**src/rtl/core/mqdc_pkg.sv**
```systemverilog
// Shared types and constants for the multi-channel quadrature detent counter.
// Used by the lane decoder, the top level and the port checker.
`default_nettype none

package mqdc_pkg;

    localparam int LANES             = 8;
    localparam int NUM_ENCODERS_DEF  = 8;
    localparam int POSITION_BITS_DEF = 16;
    localparam int OUT_BITS          = 16;
    localparam int PORT_BITS         = 8;
    localparam int PIN_BITS          = 4;
    localparam int PINS              = 2 * PORT_BITS;
    localparam int CFG_INDEX_BITS    = 8;
    localparam int CFG_DATA_BITS     = 32;

    // Configuration register indexes
    localparam logic [CFG_INDEX_BITS-1:0] CFG_A_PIN_SELECT = 8'd0;
    localparam logic [CFG_INDEX_BITS-1:0] CFG_B_PIN_SELECT = 8'd1;

    localparam logic [CFG_DATA_BITS-1:0] A_PIN_SELECT_RST = 32'hEC02579A;
    localparam logic [CFG_DATA_BITS-1:0] B_PIN_SELECT_RST = 32'hFD13468B;

    // Detent state: both signals low
    localparam logic [1:0] AB_DETENT = 2'b00;

    // Quadrature step, indexed by {previous AB, current AB}
    localparam logic signed [1:0] STEP_TABLE [16] = '{
         2'sd0, -2'sd1,  2'sd1,  2'sd0,
         2'sd1,  2'sd0,  2'sd0, -2'sd1,
        -2'sd1,  2'sd0,  2'sd0,  2'sd1,
         2'sd0,  2'sd1, -2'sd1,  2'sd0
    };

    typedef struct packed {
        logic [PORT_BITS-1:0] port_a_bits;
        logic [PORT_BITS-1:0] port_b_bits;
    } t_in;

    typedef struct packed {
        logic signed [OUT_BITS-1:0] enc0_position;
        logic signed [OUT_BITS-1:0] enc1_position;
        logic signed [OUT_BITS-1:0] enc2_position;
        logic signed [OUT_BITS-1:0] enc3_position;
        logic signed [OUT_BITS-1:0] enc4_position;
        logic signed [OUT_BITS-1:0] enc5_position;
        logic signed [OUT_BITS-1:0] enc6_position;
        logic signed [OUT_BITS-1:0] enc7_position;
    } t_out;

endpackage

`default_nettype wire

```
**src/rtl/core/mqdc_lane.sv**
```systemverilog
// One encoder decoder: pin selection, AB transition lookup and detent position register.
// Depends on mqdc_pkg for the step table and pin widths.
`default_nettype none

module mqdc_lane #(
    parameter int POSITION_BITS = mqdc_pkg::POSITION_BITS_DEF
) (
    input  wire                                i_clk,
    input  wire                                i_rst_n,
    input  wire                                i_step,
    input  wire  [mqdc_pkg::PINS-1:0]          i_levels,
    input  wire  [mqdc_pkg::PIN_BITS-1:0]      i_a_pin,
    input  wire  [mqdc_pkg::PIN_BITS-1:0]      i_b_pin,
    output logic signed [POSITION_BITS-1:0]    o_position
);

    logic [1:0]                      r_ab;
    logic signed [POSITION_BITS-1:0] r_pos;
    logic [1:0]                      n_ab;
    logic signed [POSITION_BITS-1:0] n_pos;
    logic signed [1:0]               w_dir;

    always_comb begin
        n_ab  = {i_levels[i_a_pin], i_levels[i_b_pin]};
        w_dir = mqdc_pkg::STEP_TABLE[{r_ab, n_ab}];
        n_pos = r_pos;
        // count only on arrival at the detent
        if (n_ab == mqdc_pkg::AB_DETENT) begin
            n_pos = r_pos + {{(POSITION_BITS-2){w_dir[1]}}, w_dir};
        end
    end

    always_ff @(posedge i_clk) begin
        if (!i_rst_n) begin
            r_ab  <= 2'b00;
            r_pos <= '0;
        end else if (i_step) begin
            r_ab  <= n_ab;
            r_pos <= n_pos;
        end
    end

    assign o_position = r_pos;

endmodule

`default_nettype wire

```
**src/rtl/core/multi_quadrature_detent_counter.sv**
```systemverilog
// Eight-channel quadrature detent counter. One port sample is accepted per clock while the
// input register is empty or can move on; its result (all positions) passes through the input
// register, then the per-encoder position registers, which also serve as the result register.
// A stalled result holds the sample behind it in the input register. Depends on mqdc_pkg and mqdc_lane.
`default_nettype none

module multi_quadrature_detent_counter #(
    parameter int NUM_ENCODERS  = mqdc_pkg::NUM_ENCODERS_DEF,
    parameter int POSITION_BITS = mqdc_pkg::POSITION_BITS_DEF
) (
    input  wire                                   i_clk,
    input  wire                                   i_rst_n,
    input  wire                                   i_in_valid,
    output logic                                  o_in_ready,
    input  mqdc_pkg::t_in                         i_in_data,
    output logic                                  o_out_valid,
    input  wire                                   i_out_ready,
    output mqdc_pkg::t_out                        o_out_data,
    input  wire                                   i_cfg_valid,
    output logic                                  o_cfg_ready,
    input  wire  [mqdc_pkg::CFG_INDEX_BITS-1:0]   i_cfg_index,
    input  wire  [mqdc_pkg::CFG_DATA_BITS-1:0]    i_cfg_data
);

    logic [mqdc_pkg::CFG_DATA_BITS-1:0] r_a_sel;
    logic [mqdc_pkg::CFG_DATA_BITS-1:0] r_b_sel;
    logic                               r_in_valid;
    mqdc_pkg::t_in                      r_in_data;
    logic                               r_out_valid;
    logic                               w_advance;
    logic                               w_step;
    logic [mqdc_pkg::PINS-1:0]          w_levels;
    logic signed [mqdc_pkg::OUT_BITS-1:0] w_pos [mqdc_pkg::LANES];

    assign o_cfg_ready = 1'b1;

    always_ff @(posedge i_clk) begin
        if (!i_rst_n) begin
            r_a_sel <= mqdc_pkg::A_PIN_SELECT_RST;
            r_b_sel <= mqdc_pkg::B_PIN_SELECT_RST;
        end else if (i_cfg_valid) begin
            case (i_cfg_index)
                mqdc_pkg::CFG_A_PIN_SELECT: r_a_sel <= i_cfg_data;
                mqdc_pkg::CFG_B_PIN_SELECT: r_b_sel <= i_cfg_data;
                default: ;
            endcase
        end
    end

    // result stage is free when empty or being taken
    assign w_advance   = !r_out_valid || i_out_ready;
    assign w_step      = r_in_valid && w_advance;
    assign o_in_ready  = !r_in_valid || w_advance;
    assign o_out_valid = r_out_valid;

    always_ff @(posedge i_clk) begin
        if (!i_rst_n) begin
            r_in_valid  <= 1'b0;
            r_out_valid <= 1'b0;
        end else begin
            if (o_in_ready) begin
                r_in_valid <= i_in_valid;
            end
            if (w_advance) begin
                r_out_valid <= r_in_valid;
            end
        end
    end

    always_ff @(posedge i_clk) begin
        if (o_in_ready && i_in_valid) begin
            r_in_data <= i_in_data;
        end
    end

    assign w_levels = {r_in_data.port_b_bits, r_in_data.port_a_bits};

    for (genvar k = 0; k < mqdc_pkg::LANES; k++) begin : g_lane
        if (k < NUM_ENCODERS) begin : g_used
            logic signed [POSITION_BITS-1:0] w_lane_pos;

            mqdc_lane #(
                .POSITION_BITS(POSITION_BITS)
            ) u_lane (
                .i_clk     (i_clk),
                .i_rst_n   (i_rst_n),
                .i_step    (w_step),
                .i_levels  (w_levels),
                .i_a_pin   (r_a_sel[mqdc_pkg::PIN_BITS*k +: mqdc_pkg::PIN_BITS]),
                .i_b_pin   (r_b_sel[mqdc_pkg::PIN_BITS*k +: mqdc_pkg::PIN_BITS]),
                .o_position(w_lane_pos)
            );

            // sign-extend or truncate to the output width
            assign w_pos[k] = mqdc_pkg::OUT_BITS'(w_lane_pos);
        end else begin : g_unused
            assign w_pos[k] = '0;
        end
    end

    always_comb begin
        o_out_data.enc0_position = w_pos[0];
        o_out_data.enc1_position = w_pos[1];
        o_out_data.enc2_position = w_pos[2];
        o_out_data.enc3_position = w_pos[3];
        o_out_data.enc4_position = w_pos[4];
        o_out_data.enc5_position = w_pos[5];
        o_out_data.enc6_position = w_pos[6];
        o_out_data.enc7_position = w_pos[7];
    end

endmodule

`default_nettype wire

```
**config.mk**
```make
export PLATFORM = sky130hd
export DESIGN_NAME = multi_quadrature_detent_counter
export DESIGN_NICKNAME = d
export VERILOG_FILES = /design/src/rtl/core/mqdc_pkg.sv /design/src/rtl/core/mqdc_lane.sv /design/src/rtl/core/multi_quadrature_detent_counter.sv
export SDC_FILE = /design/constraint.sdc
export NUM_CORES = 1
export LEC_CHECK = 0
export ABC_CLOCK_PERIOD_IN_PS = 5240
export BUFFER_PORTS_ARGS = -buffer_cell sky130_fd_sc_hd__buf_4
export CAP_MARGIN = 20
export CORE_MARGIN = 8
export CORE_UTILIZATION = 50
export CTS_CLUSTER_DIAMETER = 100
export DETAILED_ROUTE_END_ITERATION = 7
export HOLD_SLACK_MARGIN = 0.15
export PLACE_DENSITY = 0.78
export SLEW_MARGIN = 25
export SYNTH_ARGS = -nofsm -noshare
export SYNTH_HDL_FRONTEND = slang
export SYNTH_SLANG_ARGS = --single-unit
export TNS_END_PERCENT = 100
```
**constraint.sdc**
```tcl
create_clock -name i_clk -period 5.24 [get_ports i_clk]
set_input_delay 0.786 -clock i_clk [delete_from_list [all_inputs] [get_ports i_clk]]
set_output_delay 0.786 -clock i_clk [all_outputs]
set_load 0.1 [all_outputs]
```
==> run metrics, run 1 <==
Routed Antenna Nets 0; largest net degree at the start of global routing 85; CP Launch Type flop; part of the power in registers 38.6%; Die X 193 um; Sw Share 28.8%; Die Ht just under 200 um; Post-CTS Setup Bufs 0; WS Path Type flop to flop; relative slew slack 34.9%; flop2flop setup slack around 0.35 ns; Comb power frac 17.9%; endpoints failing setup 0; DRT Pass-1 Iters 5; Yosys top cell area share 26.7%; Core Util, Final 58.6%; syn avg cell area 8.85 sq um; Power Density 261 nW/um^2; Final Hold Viols 0; ys async rst share 0%; CTS buffer count 27; initial core utilization 50.3%; Final #Nets 2120; Global Route met3 Usage 4.79%; max-cap viol count 0; CP max-delay cell mux4_2; DRC 0; CTS H-tree lvls 1; Worst Path Required 5.70 ns; Netlist Area Pre-Place 15700 sq um; final wirelength 42.0 mm; global-route wire length before repair 68.8 mm; R2R depth 12; CP max stage delay 0.70 ns; crit-path cells mux4_2, mux4_2, ha_1, mux4_2, ha_1, or4_1, a211oi_2, nor3b_1, a31oi_2, a21oi_1, or4b_1, a31oi_1; worst-margin pin slew 0.976 ns; post-route clock period utilization 93.3%; setup repair after global routing missed its margin no; Synth top cells by count 309 x nand2_1, 210 x dfxtp_1, 178 x a21oi_1; Peak VDD IR approximately 0.21 mV; core area 31200 sq um; status finished clean; total track usage 21.5%; Pins Over Slew Limit 0; start point of the critical path r_in_data[0]$_DFFE_PP_; Gate Count Post-Synth 1776; Ports 192; number of inserted diodes 0; Rows 65; via count 13900; Tmin final 4.89 ns; launch point of the worst reg-to-reg path r_in_data[0]$_DFFE_PP_; leakage 7.73 nW; final setup TNS 0 ns; GP Congestion between 0.8 and 0.9; Hold WS 0.427 ns; clk_lat worst skew 0.54 ns; Clock Sinks 226; total power 4.77 mW; Syn. warnings 0; CP Max Fanout 17; number of global-route vias before repair 13500; internal power 3.40 mW; most common cell in the netlist nand2_1; Most Crowded Layer GR met2; Switch Pwr 1.38 mW; CP dominant cell by count mux4_2; Hold Crit Class input pin to flop; crit end category flop; P&R area growth vs syn 16.5%; grt ovf 0; GRT met2 Usage 35.8%; EDFF count, synth 16; Syn Nets 1997; sequential area share after synthesis 29.8%; Worst Skew 0.0146 ns; Area contributors post-synth dfxtp_1 27%, mux4_2 13%, ha_1 12%; #FFs+latches synth 226; Detailed Route Iter0 Violations 909; pre-CTS setup slack 0.371 ns; port buffer count 190; Clock Pin Slew Worst Setup and Hold Paths 0.06 ns; Max Freq between 200 and 250 MHz; CTS Root Cell clkbuf_16; CP arrival 5.35 ns; met1 usage 27.8%; Critical R2R Capture g_lane[4].g_used.u_lane.o_position[14]$_SDFFE_PN0P_; DIE AREA 37400 sq um; ys flop type dfxtp_1; share of cells above drive strength 1 18.0%; per-cell routed wire length 18.1 um; crit path capture g_lane[4].g_used.u_lane.o_position[14]$_SDFFE_PN0P_; hpwl dp around 30 mm; clk buf depth 3; Yosys top cell by area dfxtp_1; clock share of power a little over two fifths; Worst Setup Slack, final 0.350 ns; DR vias/cell 5.97; Netlist cell types 66; CTS tree built; initial antenna violation count 0
routing by layer:
metal,share of wire [%],routed length [um]
met1,44,18300
met2,47,19700
met3,7.5,3130
met4,2.2,907
met5,0,0
state kept, by name, summed over array words and instances, names as in the netlist:
name and flops:
r_in_data 16, g_lane.g_used.u_lane.o_position 128, o_out_valid 1, r_in_valid 1, r_a_sel 32, r_b_sel 32
g_lane.g_used.u_lane.r_ab 16
power groups by stage:
| stage | Combinational [mW] | Clock (mW) | Sequential [mW] |
|---|---|---|---|
| after floorplan | 0.508 | 0 | 2.01 |
| after global placement | 0.822 | 0 | 1.87 |
| after detailed placement | 0.845 | 0 | 1.88 |
| after CTS | 0.850 | 2.11 | 1.84 |
| after global routing | 0.924 | 2.18 | 1.85 |
| final | 0.852 | 2.08 | 1.84 |
stage by stage:
| step | area [sq um] | cells |
|---|---|---|
| 2_1_floorplan | 15700 | 1776 |
| 3_3_place_gp | 17300 | 2272 |
| 3_5_place_dp | 17300 | 2272 |
| 4_1_cts | 18300 | 2321 |
| 5_1_grt | 18300 | 2321 |
| 6_report | 18300 | 2321 |
worst min-delay path by stage:
| stage | start | endpoint | slack (ns) | depth (start not counted) |
|---|---|---|---|---|
| final | i_in_data[3] | r_in_data[3]$_DFFE_PP_ | 0.43 | 1 |
| after global routing | i_in_data[0] | r_in_data[0]$_DFFE_PP_ | 0.41 | 1 |
| after CTS | i_in_data[3] | r_in_data[3]$_DFFE_PP_ | 0.40 | 1 |
| after detailed placement | r_b_sel[11]$_SDFFE_PN0P_ | r_b_sel[11]$_SDFFE_PN0P_ | 0.46 | 2 |
| after global placement | g_lane[4].g_used.u_lane.o_position[15]$_SDFFE_PN0P_ | g_lane[4].g_used.u_lane.o_position[15]$_SDFFE_PN0P_ | 0.45 | 2 |
| after floorplan | r_a_sel[11]$_SDFFE_PN0P_ | r_a_sel[11]$_SDFFE_PN0P_ | 0.44 | 2 |
critical path, delay by kind of cell, from the launching register on:
family | cells | cell delay [ns]
multiplexers | 3 | 1.78
AND/OR/NAND/NOR | 3 | 1.15
AO/OA/AOI/OAI | 4 | 0.71
flip-flops | 1 | 0.63
adder cells (fa/ha/maj) | 2 | 0.52
timing repair:
| action | 4_1_cts | 5_1_grt |
|---|---|---|
| resized for setup | 0 | 1 |
| hold buffers | 0 | 0 |
| endpoints found under the setup margin | 0 | 1 |
logic make-up (layout without fill, tap and decap cells):
kind of cell	count (synthesis)	in the layout	share of synthesized area [%]
other	1	1	0.0239
xor gates and xnor gates	91	91	5.07
and+or+nand+nor	616	616	17.6
AOI/OAI and AO/OA	436	436	17.1
muxes	110	110	14.0
buffers and inverters	136	279	3.27
DFF	226	226	29.8
adders and majority gates	160	160	13.1
final cells by class:
type                    instances  area (sq um)
clock inverters                16           235
inverters                      32           123
flip-flops and latches        226          4680
repair buffers                198          1490
clock buffers                  33           748
well taps                     402           503
fillers                      2687         12900
multi-input cells            1414         10500
placed cells by master, fill, tap and decap left out, types with 14 or more instances in the layout:
cell | Yosys | final
nand2b_1 | 18 | 18
o21bai_1 | 17 | 17
a211oi_1 | 39 | 39
a31oi_1 | 14 | 14
nor3_1 | 20 | 20
xor2_1 | 21 | 21
and2_1 | 14 | 14
edfxtp_1 | 16 | 16
mux4_2 | 88 | 88
o21ai_0 | 71 | 71
a21oi_1 | 178 | 178
o21a_1 | 28 | 28
a21o_1 | 32 | 32
buf_4 | 1 | 198
ha_1 | 152 | 152
nor2_1 | 92 | 91
nand2_1 | 309 | 309
xnor2_1 | 70 | 70
inv_1 | 32 | 31
dfxtp_1 | 210 | 210
clkbuf_16 | 0 | 27
nand3_1 | 78 | 78
mux2i_1 | 21 | 21
nand4_1 | 18 | 18
Power figures use the tool's default switching activity.
==> run 2, diff against run 1 <==
- REMOVE_ABC_BUFFERS: not set -> 1
==> run metrics, run 2 (synthesis gave the netlist of run 1 again) <==
crit end category flop; grt ovf 0 (unchanged); largest net degree at the start of global routing 77 (-9.4%); Clock Pin Slew Worst Setup and Hold Paths 0.06 ns (about the same); pre-CTS setup slack 0.343 ns (-0.0272 ns); Die Ht 193 um (unchanged); CTS Root Cell clkbuf_16; global-route wire length before repair 69.0 mm (+0.29%); worst-margin pin slew 0.917 ns (-0.0589 ns); R2R depth 12 (unchanged); WS Path Type flop to flop; max-cap viol count 0 (unchanged); Worst Skew 0.0136 ns (-0.00105 ns); final instance area 18400 sq um (+0.39%); DR vias/cell 5.94 (-0.46%); Crit path depth 12 (unchanged); CP Launch Type flop; leakage 7.77 nW (+0.45%); CP max-delay cell mux4_2; GP Congestion 0.863 (-2.7%); total track usage 21.4% (-0.12 points); per-cell routed wire length 17.7 um (-2.3%); Detailed Route Iter0 Violations 946 (+4.1%); via count 13800 (-0.33%); initial core utilization 50.3% (unchanged); core area 31200 sq um (unchanged); WHS Path Cells 1 (unchanged); crit-path cells mux4_2, mux4_2, ha_1, mux4_2, ha_1, or4_1, a211oi_2, nor3b_1, a31oi_2, a21oi_1, or4b_1, a31oi_1; CTS tree built; Filler Cell Count 2700 (+0.48%); cts hold-fix bufs 0 (unchanged); Pins Over Slew Limit 0 (unchanged); Worst Setup Slack, final 0.279 ns (-0.0708 ns); status finished clean; Hold WS 0.421 ns (-0.00603 ns); DIE AREA 37400 sq um (unchanged); Clock Sinks 226 (unchanged); Max Freq 202 MHz (-1.4%); clk_lat worst skew 0.55 ns (about the same); post-route clock period utilization 94.7% (+1.4 points); CTS buffer count 27 (unchanged); total power 4.88 mW (+2.2%); Rows 65 (unchanged); CP max stage delay 0.67 ns (-0.03 ns); Tmin final 4.96 ns (+0.0708 ns); clk buf depth 3 (unchanged); CTS resizes 0 (unchanged); share of cells above drive strength 1 18.2% (+0.19 points); CTS H-tree lvls 1 (unchanged); endpoints failing setup 0 (unchanged); setup repair after global routing missed its margin no; Power Density 265 nW/um^2 (+1.8%); Final Hold Viols 0 (unchanged); Hold Crit Class input pin to flop; max FFs per register 128 (unchanged); CP Max Fanout 17 (unchanged); commonest non-fill, non-tap cell in the layout nand2_1; Die X 193 um (unchanged); Core Util, Final 58.9% (+0.23 points); placed cells 2273 (+0.044%); DRC 0 (unchanged); port buffer count 190 (unchanged); Final #Nets 2121 (+0.047%); fin cells 2324 (+0.13%); relative slew slack 38.9% (+3.9 points); Buffers & Inverters on Critical Path 0 (unchanged); CP arrival 5.43 ns (+0.08 ns); Ports 192 (unchanged); initial antenna violation count 2 (+2); DRT Pass-1 Iters 5 (unchanged); final wirelength 41.1 mm (-2.1%); hpwl dp 28.9 mm (-4.1%); final setup TNS 0 ns (unchanged); Placed Area 17300 sq um (about the same); P&R area growth vs syn 16.9%; Post-CTS Setup Bufs 0 (unchanged); Peak VDD IR 0.202 mV (-4.3%); number of global-route vias before repair 13900 (+2.9%); most frequent cells in the layout 309 x nand2_1, 210 x dfxtp_1, 199 x buf_4; Routed Antenna Nets 0 (unchanged); CP delay by family, top multiplexers; CP dominant cell by count mux4_2; Worst Path Required 5.71 ns (about the same)
==> run 2: cell count changes in the layout (fill, tap and decap cells not counted) <==
cell,previous run,this run
clkinv_1,3,0
clkinvlp_4,2,1
clkinv_2,4,6
buf_4,198,199
inv_6,1,2
o311ai_0,2,3
diode_2,0,1
bufinv_16,6,8
clkbuf_16,27,28
o311ai_1,1,0
clkbuf_1,1,2
clkbuf_8,5,3
==> run 2: metal layers <==
layer	up-vias	GRT usage (%)	share of wire, %
li1	6728	-	-
met1	6552	27.0	43
met2	458	36.4	47
met3	76	4.53	7.7
met4	2	6.16	2.2
met5	-	0	0.032
==> run 2: worst paths after layout <==
check                           slack, ns                                           startpoint                                             endpoint
worst min register to register       0.47  g_lane[1].g_used.u_lane.o_position[15]$_SDFFE_PN0P_  g_lane[1].g_used.u_lane.o_position[15]$_SDFFE_PN0P_
worst max-delay path                 0.28                              r_in_data[10]$_DFFE_PP_  g_lane[4].g_used.u_lane.o_position[14]$_SDFFE_PN0P_
worst max register to register       0.28                              r_in_data[10]$_DFFE_PP_  g_lane[4].g_used.u_lane.o_position[14]$_SDFFE_PN0P_
worst min-delay path                 0.42                                         i_in_data[1]                               r_in_data[1]$_DFFE_PP_
==> run 2: worst register-to-register path: stages (launching register included) <==
cell	delay [ns]
edfxtp_1	0.64
mux4_2	0.56
mux4_2	0.54
ha_1	0.22
mux4_2	0.67
ha_1	0.31
or4_1	0.56
a211oi_2	0.27
nor3b_1	0.12
a31oi_2	0.24
a21oi_1	0.12
or4b_1	0.51
a31oi_1	0.14
==> run 2: report_power, final <==
part           switching (mW)  internal (mW)  leakage (nW)
logic                   0.529          0.315          5.40
clock network           0.782           1.41         0.515
registers              0.0626           1.78          1.85
total                    1.37           3.50          7.77
==> run 2: area by class of cell <==
type | count | area [sq um] | share of cell area, %
Antenna cell | 1 | 2.50 | 0.0136
Clock buffer | 33 | 749 | 4.08
Clock inverter | 17 | 295 | 1.61
Inverter | 32 | 123 | 0.667
Multi-Input combinational cell | 1414 | 10500 | 57.3
Sequential cell | 226 | 4680 | 25.5
Tap cell | 402 | 503 | 2.74
Timing Repair Buffer | 199 | 1490 | 8.13
